===== config.mk =====
export PLATFORM = sky130hd
export DESIGN_NAME = trial_division_prime_test_unit_flat
export DESIGN_NICKNAME = d
export VERILOG_FILES = /design/src/rtl/tdp_pkg.sv /design/src/rtl/tdp_number_if.sv /design/src/rtl/tdp_verdict_if.sv /design/src/rtl/tdp_div.sv /design/src/rtl/trial_division_prime_test_unit.sv /design/src/flat_wrapper.sv
export SDC_FILE = /design/constraint.sdc
export NUM_CORES = 1
export LEC_CHECK = 0
export ABC_CLOCK_PERIOD_IN_PS = 3500
export BUFFER_PORTS_ARGS = -buffer_cell sky130_fd_sc_hd__buf_2
export CAP_MARGIN = 20
export CORE_UTILIZATION = 24
export DETAILED_ROUTE_END_ITERATION = 8
export SLEW_MARGIN = 20
export SYNTH_ARGS = -nofsm -noshare
export SYNTH_HDL_FRONTEND = slang
export SYNTH_SLANG_ARGS = --single-unit

===== constraint.sdc =====
create_clock -name clk -period 3.5 [get_ports clk]
set_input_delay 0 -clock clk [delete_from_list [all_inputs] [get_ports clk]]
set_output_delay 0 -clock clk [all_outputs]
set_load 0.03 [all_outputs]

===== src/rtl/tdp_pkg.sv =====
// tdp_pkg: shared widths, verdict codes and divider control types
// for the trial division prime test block; no dependencies
package tdp_pkg;

    localparam int NUMBER_W  = 32;
    localparam int VERDICT_W = 2;

    typedef logic [VERDICT_W-1:0] verdict_t;

    localparam verdict_t VERDICT_PRIME     = 2'd0;
    localparam verdict_t VERDICT_COMPOSITE = 2'd1;
    localparam verdict_t VERDICT_INVALID   = 2'd2;

    localparam int MIN_VALID     = 3;
    localparam int FIRST_DIVISOR = 2;

    typedef struct packed {
        logic start;
    } div_ctl_t;

    typedef struct packed {
        logic busy;
        logic done;
    } div_sts_t;

endpackage


===== src/rtl/tdp_number_if.sv =====
// tdp_number_if: valid/ready channel carrying the number under test
// depends on tdp_pkg
interface tdp_number_if import tdp_pkg::*; ();

    logic                valid;
    logic                ready;
    logic [NUMBER_W-1:0] number;

    modport source (output valid, output number, input ready);
    modport sink   (input valid, input number, output ready);

endinterface


===== src/rtl/tdp_verdict_if.sv =====
// tdp_verdict_if: valid/ready channel carrying the verdict code
// depends on tdp_pkg
interface tdp_verdict_if import tdp_pkg::*; ();

    logic     valid;
    logic     ready;
    verdict_t verdict;

    modport source (output valid, output verdict, input ready);
    modport sink   (input valid, input verdict, output ready);

endinterface


===== src/rtl/tdp_div.sv =====
// tdp_div: restoring divider, one quotient bit per cycle
// depends on tdp_pkg (control and status structs)
module tdp_div
    import tdp_pkg::*;
#(
    parameter int NW = 32
)
(
    input  logic          clk,
    input  logic          rst_n,
    input  div_ctl_t      ctl,
    input  logic [NW-1:0] dividend,
    input  logic [NW-1:0] divisor,
    output div_sts_t      sts,
    output logic [NW-1:0] quotient,
    output logic [NW-1:0] remainder
);

    localparam int CW = $clog2(NW);

    logic          busy_reg, busy_next;
    logic          done_reg, done_next;
    logic [CW-1:0] cnt_reg, cnt_next;
    logic [NW-1:0] quo_reg, quo_next;
    logic [NW-1:0] rem_reg, rem_next;
    logic [NW-1:0] dvs_reg, dvs_next;
    logic [NW:0]   rem_shift;
    logic [NW:0]   diff;
    logic          fits;

    always_comb
    begin
        rem_shift = {rem_reg, quo_reg[NW-1]};
        diff      = rem_shift - {1'b0, dvs_reg};
        fits      = (rem_shift >= {1'b0, dvs_reg});

        busy_next = busy_reg;
        done_next = 1'b0;
        cnt_next  = cnt_reg;
        quo_next  = quo_reg;
        rem_next  = rem_reg;
        dvs_next  = dvs_reg;

        if (ctl.start)
        begin
            busy_next = 1'b1;
            cnt_next  = CW'(NW - 1);
            quo_next  = dividend;
            rem_next  = '0;
            dvs_next  = divisor;
        end
        else if (busy_reg)
        begin
            quo_next = {quo_reg[NW-2:0], fits};
            rem_next = fits ? diff[NW-1:0] : rem_shift[NW-1:0];
            cnt_next = cnt_reg - CW'(1);
            if (cnt_reg == CW'(0))
            begin
                busy_next = 1'b0;
                done_next = 1'b1;
            end
        end
    end

    always_ff @(posedge clk or negedge rst_n)
    begin
        if (!rst_n)
        begin
            busy_reg <= 1'b0;
            done_reg <= 1'b0;
            cnt_reg  <= '0;
        end
        else
        begin
            busy_reg <= busy_next;
            done_reg <= done_next;
            cnt_reg  <= cnt_next;
        end
    end

    always_ff @(posedge clk)
    begin
        quo_reg <= quo_next;
        rem_reg <= rem_next;
        dvs_reg <= dvs_next;
    end

    assign sts.busy  = busy_reg;
    assign sts.done  = done_reg;
    assign quotient  = quo_reg;
    assign remainder = rem_reg;

endmodule


===== src/rtl/trial_division_prime_test_unit.sv =====
// trial_division_prime_test_unit: top level, divisor sequencer around
// one shared restoring divider; depends on tdp_pkg, tdp_div and both channel interfaces
//
//  channel | dir | payload        | beat
//  --------+-----+----------------+----------------------------------
//  req     | in  | number [31:0]  | one number to test
//  rsp     | out | verdict [1:0]  | 0 prime, 1 composite, 2 invalid
//
// only the low min(WIDTH,32) bits of number are tested (NW below)
// each trial divisor passes through S_START, which pulses the divider's start,
// and S_WAIT, which checks quotient and remainder once the divider is done; a
// number below 3 skips the divider and is marked invalid; a prime n is found once
// the trial divisor d exceeds n / d, and a composite at its least factor
// req.ready is high only while the sequencer is idle; the verdict waits in an
// output register, so a new beat can be taken while rsp is stalled
// rst_n clears sequencer and output valid asynchronously
module trial_division_prime_test_unit
    import tdp_pkg::*;
#(
    parameter int WIDTH = 32
)
(
    input logic                clk,
    input logic                rst_n,
    tdp_number_if.sink         req,
    tdp_verdict_if.source      rsp
);

    // effective operand width: the port only carries 32 bits
    localparam int NW = (WIDTH < NUMBER_W) ? WIDTH : NUMBER_W;

    localparam logic [1:0] S_IDLE  = 2'd0;
    localparam logic [1:0] S_START = 2'd1;
    localparam logic [1:0] S_WAIT  = 2'd2;
    localparam logic [1:0] S_HOLD  = 2'd3;

    logic [1:0]    state_reg, state_next;
    logic [NW-1:0] n_reg, n_next;
    logic [NW-1:0] d_reg, d_next;
    verdict_t      result_reg, result_next;
    logic          out_valid_reg, out_valid_next;
    verdict_t      verdict_reg, verdict_next;

    div_ctl_t      div_ctl;
    div_sts_t      div_sts;
    logic [NW-1:0] div_quo;
    logic [NW-1:0] div_rem;
    logic          in_beat;
    logic          out_free;

    // shared divider: one remainder and quotient per trial divisor
    tdp_div #(
        .NW (NW)
    ) u_div (
        .clk       (clk),
        .rst_n     (rst_n),
        .ctl       (div_ctl),
        .dividend  (n_reg),
        .divisor   (d_reg),
        .sts       (div_sts),
        .quotient  (div_quo),
        .remainder (div_rem)
    );

    assign req.ready     = (state_reg == S_IDLE);
    assign in_beat       = req.valid && req.ready;
    assign out_free      = !out_valid_reg || rsp.ready;
    assign div_ctl.start = (state_reg == S_START);

    always_comb
    begin
        state_next     = state_reg;
        n_next         = n_reg;
        d_next         = d_reg;
        result_next    = result_reg;
        out_valid_next = out_valid_reg;
        verdict_next   = verdict_reg;

        // output register drains independently of the sequencer
        if (out_valid_reg && rsp.ready)
        begin
            out_valid_next = 1'b0;
        end

        unique case (state_reg)
            S_IDLE:
            begin
                if (in_beat)
                begin
                    n_next = req.number[NW-1:0];
                    d_next = NW'(FIRST_DIVISOR);
                    if (req.number[NW-1:0] < NW'(MIN_VALID))
                    begin
                        result_next = VERDICT_INVALID;
                        state_next  = S_HOLD;
                    end
                    else
                    begin
                        state_next = S_START;
                    end
                end
            end
            S_START:
            begin
                state_next = S_WAIT;
            end
            S_WAIT:
            begin
                if (div_sts.done)
                begin
                    // loop ends once d > n / d, i.e. d*d > n
                    if (d_reg > div_quo)
                    begin
                        result_next = VERDICT_PRIME;
                        state_next  = S_HOLD;
                    end
                    else if (div_rem == '0)
                    begin
                        result_next = VERDICT_COMPOSITE;
                        state_next  = S_HOLD;
                    end
                    else
                    begin
                        d_next     = d_reg + NW'(1);
                        state_next = S_START;
                    end
                end
            end
            S_HOLD:
            begin
                if (out_free)
                begin
                    out_valid_next = 1'b1;
                    verdict_next   = result_reg;
                    state_next     = S_IDLE;
                end
            end
            default:
            begin
                state_next = S_IDLE;
            end
        endcase
    end

    always_ff @(posedge clk or negedge rst_n)
    begin
        if (!rst_n)
        begin
            state_reg     <= S_IDLE;
            out_valid_reg <= 1'b0;
        end
        else
        begin
            state_reg     <= state_next;
            out_valid_reg <= out_valid_next;
        end
    end

    always_ff @(posedge clk)
    begin
        n_reg       <= n_next;
        d_reg       <= d_next;
        result_reg  <= result_next;
        verdict_reg <= verdict_next;
    end

    assign rsp.valid   = out_valid_reg;
    assign rsp.verdict = verdict_reg;

endmodule

===== src/flat_wrapper.sv =====
// flat-port wrapper written by rule: the top's interface ports become plain ports
module trial_division_prime_test_unit_flat import tdp_pkg::*;
#(
    parameter int WIDTH = 32
)
  (clk, rst_n, req_valid, req_number, req_ready, rsp_valid, rsp_verdict, rsp_ready);
  tdp_number_if req_i ();
  tdp_verdict_if rsp_i ();
  input logic clk;
  input logic rst_n;
  input wire logic [$bits(req_i.valid)-1:0] req_valid;
  input wire logic [$bits(req_i.number)-1:0] req_number;
  output wire logic [$bits(req_i.ready)-1:0] req_ready;
  output wire logic [$bits(rsp_i.valid)-1:0] rsp_valid;
  output wire logic [$bits(rsp_i.verdict)-1:0] rsp_verdict;
  input wire logic [$bits(rsp_i.ready)-1:0] rsp_ready;
  assign req_i.valid = req_valid;
  assign req_i.number = req_number;
  assign req_ready = req_i.ready;
  assign rsp_valid = rsp_i.valid;
  assign rsp_verdict = rsp_i.verdict;
  assign rsp_i.ready = rsp_ready;
  trial_division_prime_test_unit #(.WIDTH(WIDTH)) u_core (.clk(clk), .rst_n(rst_n), .req(req_i), .rsp(rsp_i));
endmodule

==> flow_summary_export.csv, run 1 <==
group,metric,value,unit
placement,dp.cells,1529,
final_layout,diodes,0,
global_routing,grt_overflow,0,
clock_network,holdBufCountCts,35,
power,p_per_area,836.4,mW/mm^2
hold_path,min_path_type,"input port to flip-flop",
global_routing,grt_first_pass_wirelength,36070,um
clock_network,clk_pin_slew,0.08,ns
yosys,synth_area,0.009692,mm^2
final_layout,area_growth,18.60,%
yosys,yosysTopAreaCellShare,0.4090,
clock_network,clockBufferDepth,2,
timing,finalClockSkew,0.01229,ns
floorplanning,core_area,0.03982,mm^2
clock_network,numCtsBuffers,17,
global_routing,grt_pass1_vias,7128,
yosys,synth_fp_nets,1088,
route,routed_wl,22190,um
route,ant_nets,0,
timing,hold_viol_final,0,
global_routing,met2_usage,0.1805,
yosys,yosys_warnings,0,
final_layout,drive_gt1_frac,0.09617,
timing,setup_tns,0,ns
timing,tightestPinTransition,0.9824,ns
yosys,synth_edf_count,132,
clock_network,h-tree-depth,4,
final_layout,nets,1162,
yosys,synth_area_leader_cell,"edfxtp_1",
clock_network,clkSinkCount,174,
timing,period_share,0.9000,
global_routing,grt.total_usage,0.1089,
power,vdd_drop_max,0.0003524,V
setup_path,crit_type,"flip-flop to flip-flop",
route,wl_per_cell,13.90,um
clock_network,cts-root-buf,"clkbuf_16",
floorplanning,rows,73,
route,via_per_inst,4.633,
timing,fin_ws,0.3500,ns
final_layout,layout_common_cells,"edfxtp_1, nand2_1, o21ai_0",
global_routing,busiest_layer,"met2",
setup_path,required,3.81,ns
final_layout,n_fill_cell,4202,
route,drcViolationCount,0,
global_routing,grtUsageMet3,0.01846,
timing,fin_crit,3.150,ns
clock_network,cts_tree,"done",
route,drtPass1Iterations,6,
setup_path,cp_max_fo,16,
setup_path,worstPathArrival,3.46,ns
placement,gp_congestion,0.8163,
final_layout,final_common_cell,"edfxtp_1",
yosys,synth_seq_cells,174,
clock_network,cts_resized,0,
clock_network,cts_setup_buffers,0,
final_layout,final_cells,1596,
power,leakagePower,4.503,nW
floorplanning,die-area,0.04119,mm^2
setup_path,cp-start-kind,"flip-flop",
status,status,"complete, no violations",
placement,port-buffer-count,39,
yosys,synthFlopType,"edfxtp_1",
floorplanning,die_h,203.0,um
floorplanning,fp.dieW,203.0,um
timing,setup_viol_count_final,0,
setup_path,cp-end-kind,"flip-flop",
floorplanning,ioPinCount,40,
placement,dp_slack,0.3578,ns
route,drt_iter0_markers,431,
route,num_vias,7395,
run,max_cap_viol_count,0,
timing,slew_headroom,0.3443,
yosys,synthesis.instances,984,
yosys,synthTopCellsByArea,"edfxtp_1, ha_1, dfxtp_1",
timing,slew_viol_final,0,
clock_network,clk-insertion-delay-late,0.44,ns
global_routing,use_met1,0.1429,
yosys,synth_seq_area_share,0.5009,
floorplanning,start_util,0.2434,
yosys,async_reset_ff_frac,0.05747,
placement,dp_hpwl,15990,um
timing,rsz0062_at_grt,"false",
timing,max_freq,317.5,MHz
global_routing,grt_max_degree,42,
yosys,avgSynthCellArea,9.849,um^2
yosys,synth_cell_types,67,
global_routing,antenna_found_initial,0,
==> through the flow <==
| step | cell area (um^2) | utilization | hold WS [ns] | power [mW] |
|---|---|---|---|---|
| 2_1_floorplan | 9692 | - | -0.2956 | 6.540 |
| 3_3_place_gp | 10520 | 0.2642 | -0.1243 | 7.461 |
| 3_5_place_dp | 10520 | 0.2642 | -0.1164 | 7.574 |
| 4_1_cts | 11490 | 0.2886 | 0.08307 | 9.649 |
| 5_1_grt | 11490 | 0.2886 | 0.1240 | 10.32 |
| 6_report | 11490 | 0.2886 | 0.09383 | 9.615 |
==> final cells by class <==
| type | count | area [um^2] | area share |
|---|---|---|---|
| sequential | 174 | 4856 | 0.4224 |
| multi-input combinational | 694 | 4380 | 0.3811 |
| timing repair buffer | 89 | 670.6 | 0.05834 |
| tap | 525 | 656.9 | 0.05715 |
| clock buffer | 17 | 425.4 | 0.03701 |
| inverter | 82 | 307.8 | 0.02678 |
| clock inverter | 15 | 197.7 | 0.01720 |
==> routing by layer <==
metal | vias to the layer above | part of all wire
li1 | 3730 | -
met1 | 3471 | 0.48
met2 | 162 | 0.47
met3 | 32 | 0.032
met4 | 0 | 0.018
met5 | - | 0
==> kinds of logic after synthesis <==
group	Yosys count	share of synthesized area
flops	174	0.5009
compound gates	251	0.1578
fa+ha+maj	68	0.08856
buf+inv	116	0.04712
simple gates	326	0.1607
mux	3	0.003356
xor+xnor	46	0.04157
==> final timing paths <==
| path | start | end | slack (ns) | depth (start not counted) |
|---|---|---|---|---|
| setup / recovery | u_core.u_div.remainder[19] | u_core.u_div.remainder[9] | 0.35 | 10 |
| hold / removal | req_valid | u_core.state_reg[1] | 0.09 | 4 |
| setup reg to reg | u_core.u_div.remainder[19] | u_core.u_div.remainder[9] | 0.35 | 10 |
| hold reg to reg | u_core.result_reg[1] | u_core.rsp.verdict[1] | 0.43 | 0 |
| max in group asynchronous | rst_n | u_core.u_div.busy_reg | 2.55 | 3 |
| min in group asynchronous | rst_n | u_core.u_div.cnt_reg[2] | 0.60 | 3 |
==> synthesized netlist by cell type (6+ instances only) <==
cell,instances
edfxtp_1,132
nand2_1,125
o21ai_0,94
inv_1,82
ha_1,67
nor2_1,63
a21oi_1,52
dfxtp_1,32
a31oi_1,31
nand4_1,24
xor2_1,24
a21o_1,22
xnor2_1,22
nand3_1,21
clkbuf_1,19
nor4_1,16
or3_1,15
nand2b_1,13
nor3_1,11
and3_1,10
dfrtp_1,10
nor2b_1,9
buf_2,8
o21a_1,8
o211ai_1,6
==> critical path, stage by stage (launching register included) <==
cell and delay [ns]:
dfxtp_1 0.43, ha_1 0.37, a2111oi_0 0.44, o21ai_1 0.12, o21ai_0 0.16, nand2_1 0.14, o21ai_2 0.31, o21a_1 0.53
buf_4 0.30, or3_1 0.13, a31oi_1 0.07
==> report_power, final <==
part | internal (mW) | switching (mW)
logic | 1.67 | 2.43
registers | 3.01 | 0.494
clock network | 1.09 | 0.919
Note: power is estimated with default switching activity, not from simulation.
==> run 2: changes to the inputs <==
--- a/config.mk
+++ b/config.mk
@@ -8,6 +8,7 @@
 export ABC_CLOCK_PERIOD_IN_PS = 3500
 export BUFFER_PORTS_ARGS = -buffer_cell sky130_fd_sc_hd__buf_2
 export CAP_MARGIN = 20
+export CORE_ASPECT_RATIO = 2
 export CORE_UTILIZATION = 24
 export DETAILED_ROUTE_END_ITERATION = 8
 export SLEW_MARGIN = 20
==> flow_summary_export.csv, run 2 (same netlist as run 1, synthesis figures left out) <==
group,metric,value,unit
timing,setup_viol_count_final,0,
setup_path,cp_max_fo,4,
final_layout,final_common_cell,"edfxtp_1",
final_layout,area_growth,18.42,%
timing,period_share,0.9298,
floorplanning,rows,103,
placement,dp_slack,0.3140,ns
timing,fin_ws,0.2458,ns
route,via_per_inst,4.731,
clock_network,h-tree-depth,4,
route,routed_wl,24380,um
floorplanning,die-area,0.04124,mm^2
setup_path,required,3.82,ns
power,p_seq_frac,0.364,
timing,finalClockSkew,0.009316,ns
final_layout,utilization,0.2892,
timing,slew_headroom,0.4616,
floorplanning,fp.dieW,144.1,um
timing,slew_viol_final,0,
route,drt_iter0_markers,323,
power,power.total,9.622,mW
global_routing,grt.total_usage,0.1246,
setup_path,crit_type,"flip-flop to flip-flop",
setup_path,worstPathArrival,3.58,ns
global_routing,antenna_found_initial,0,
floorplanning,start_util,0.2442,
route,num_vias,7565,
hold_path,min_path_type,"input port to flip-flop",
status,status,"complete, no violations",
timing,rsz0062_at_grt,"false",
power,p_sw,3.954,mW
power,p_per_area,838.4,mW/mm^2
placement,dp_hpwl,18540,um
final_layout,diodes,0,
power,p_comb_frac,0.445,
timing,hold_viol_final,0,
timing,setup_tns,0,ns
final_layout,multi_input_area,0.004380,mm^2
timing,whs,0.1301,ns
power,switching_share,0.4110,
floorplanning,die_h,286.2,um
final_layout,nets,1165,
timing,tightestPinTransition,0.8076,ns
route,wl_per_cell,15.25,um
setup_path,cp-end-kind,"flip-flop",
global_routing,grt_pass1_vias,7774,
floorplanning,ioPinCount,40,
clock_network,clk_pin_slew,0.07,ns
final_layout,register_area,0.004856,mm^2
route,ant_nets,0,
setup_path,cp-start-kind,"flip-flop",
power,p_int,5.668,mW
run,max_cap_viol_count,0,
floorplanning,core_area,0.03969,mm^2
clock_network,clkSinkCount,174,
global_routing,grt_overflow,0,
clock_network,clk-insertion-delay-late,0.44,ns
final_layout,drive_gt1_frac,0.09963,
timing,fin_crit,3.254,ns
placement,gp_congestion,0.9552,
final_layout,layout_common_cells,"edfxtp_1, nand2_1, o21ai_0",
clock_network,cts-root-buf,"clkbuf_16",
global_routing,grt_first_pass_wirelength,38990,um
placement,port-buffer-count,39,
timing,max_freq,307.3,MHz
clock_network,clockBufferDepth,2,
route,drcViolationCount,0,
global_routing,grt_max_degree,81,
final_layout,n_fill_cell,4208,
power,leakagePower,4.491,nW
clock_network,cts_tree,"done",
power,vdd_drop_max,0.0004947,V
power,clkPwrFrac,0.191,
clock_network,numCtsBuffers,17,
route,drtPass1Iterations,4,
[run 2: cell types whose count changed in the layout (fill, tap and decap cells not counted), sizes merged]
cell    change
inv         +4
clkinv      -2
bufinv      -2
buf         +3
[run 2: layout make-up]
cell class,count,area share
Sequential cell,174,0.4231
Multi-Input combinational cell,694,0.3817
Timing Repair Buffer,92,0.06214
Tap cell,525,0.05723
Clock buffer,17,0.03707
Inverter,82,0.02682
Clock inverter,15,0.01199
[run 2: critical path: stages, from the launching register on]
cell,delay [ns]
edfxtp_1,0.33
inv_1,0.08
ha_1,0.22
fa_1,0.38
nand2b_1,0.20
a21oi_1,0.35
o2111ai_1,0.34
a2111oi_0,0.44
buf_4,0.22
nand4b_1,0.18
nand3_1,0.10
a31oi_1,0.19
o22ai_1,0.10
[run 2: what timing repair did]
action / in CTS / in global routing
hold buffers: 35 / 0
buffers inserted: 0 / 0
resized for setup: 0 / 0
hold endpoints to repair: 43 / 0
[run 2: path summary, 6_finish.rpt]
check	from	endpoint	slack (ns)	cells past startpoint
setup / recovery	u_core.u_div.quotient[31]	u_core.u_div.remainder[30]	0.25	12
hold / removal	req_valid	u_core.state_reg[1]	0.13	4
setup reg to reg	u_core.u_div.quotient[31]	u_core.u_div.remainder[30]	0.25	12
hold reg to reg	u_core.result_reg[1]	u_core.rsp.verdict[1]	0.44	0
max in group asynchronous	rst_n	u_core.u_div.busy_reg	2.56	3
min in group asynchronous	rst_n	u_core.u_div.done_reg	0.59	3
[run 2: metal layers]
layer,GRT usage,up-vias,share of wire
li1,-,3722,-
met1,0.1086,3607,0.34
met2,0.2483,166,0.58
met3,0.01702,70,0.023
met4,0.09122,0,0.059
met5,0,-,0
[run 2: power groups by stage]
stage          sequential, mW  clock [mW]  combinational (mW)
2_1_floorplan            3.34           0                3.20
3_3_place_gp             3.53           0                4.13
3_5_place_dp             3.54           0                4.21
4_1_cts                  3.50        1.88                4.26
5_1_grt                  3.57        1.95                4.81
6_report                 3.50        1.84                4.28
[run 2: through the flow]
step                area [um^2]  std cells
floorplan                  9692        984
global placement          10550       1531
detailed placement        10550       1531
CTS                       11460       1598
global route              11480       1599
finish                    11480       1599
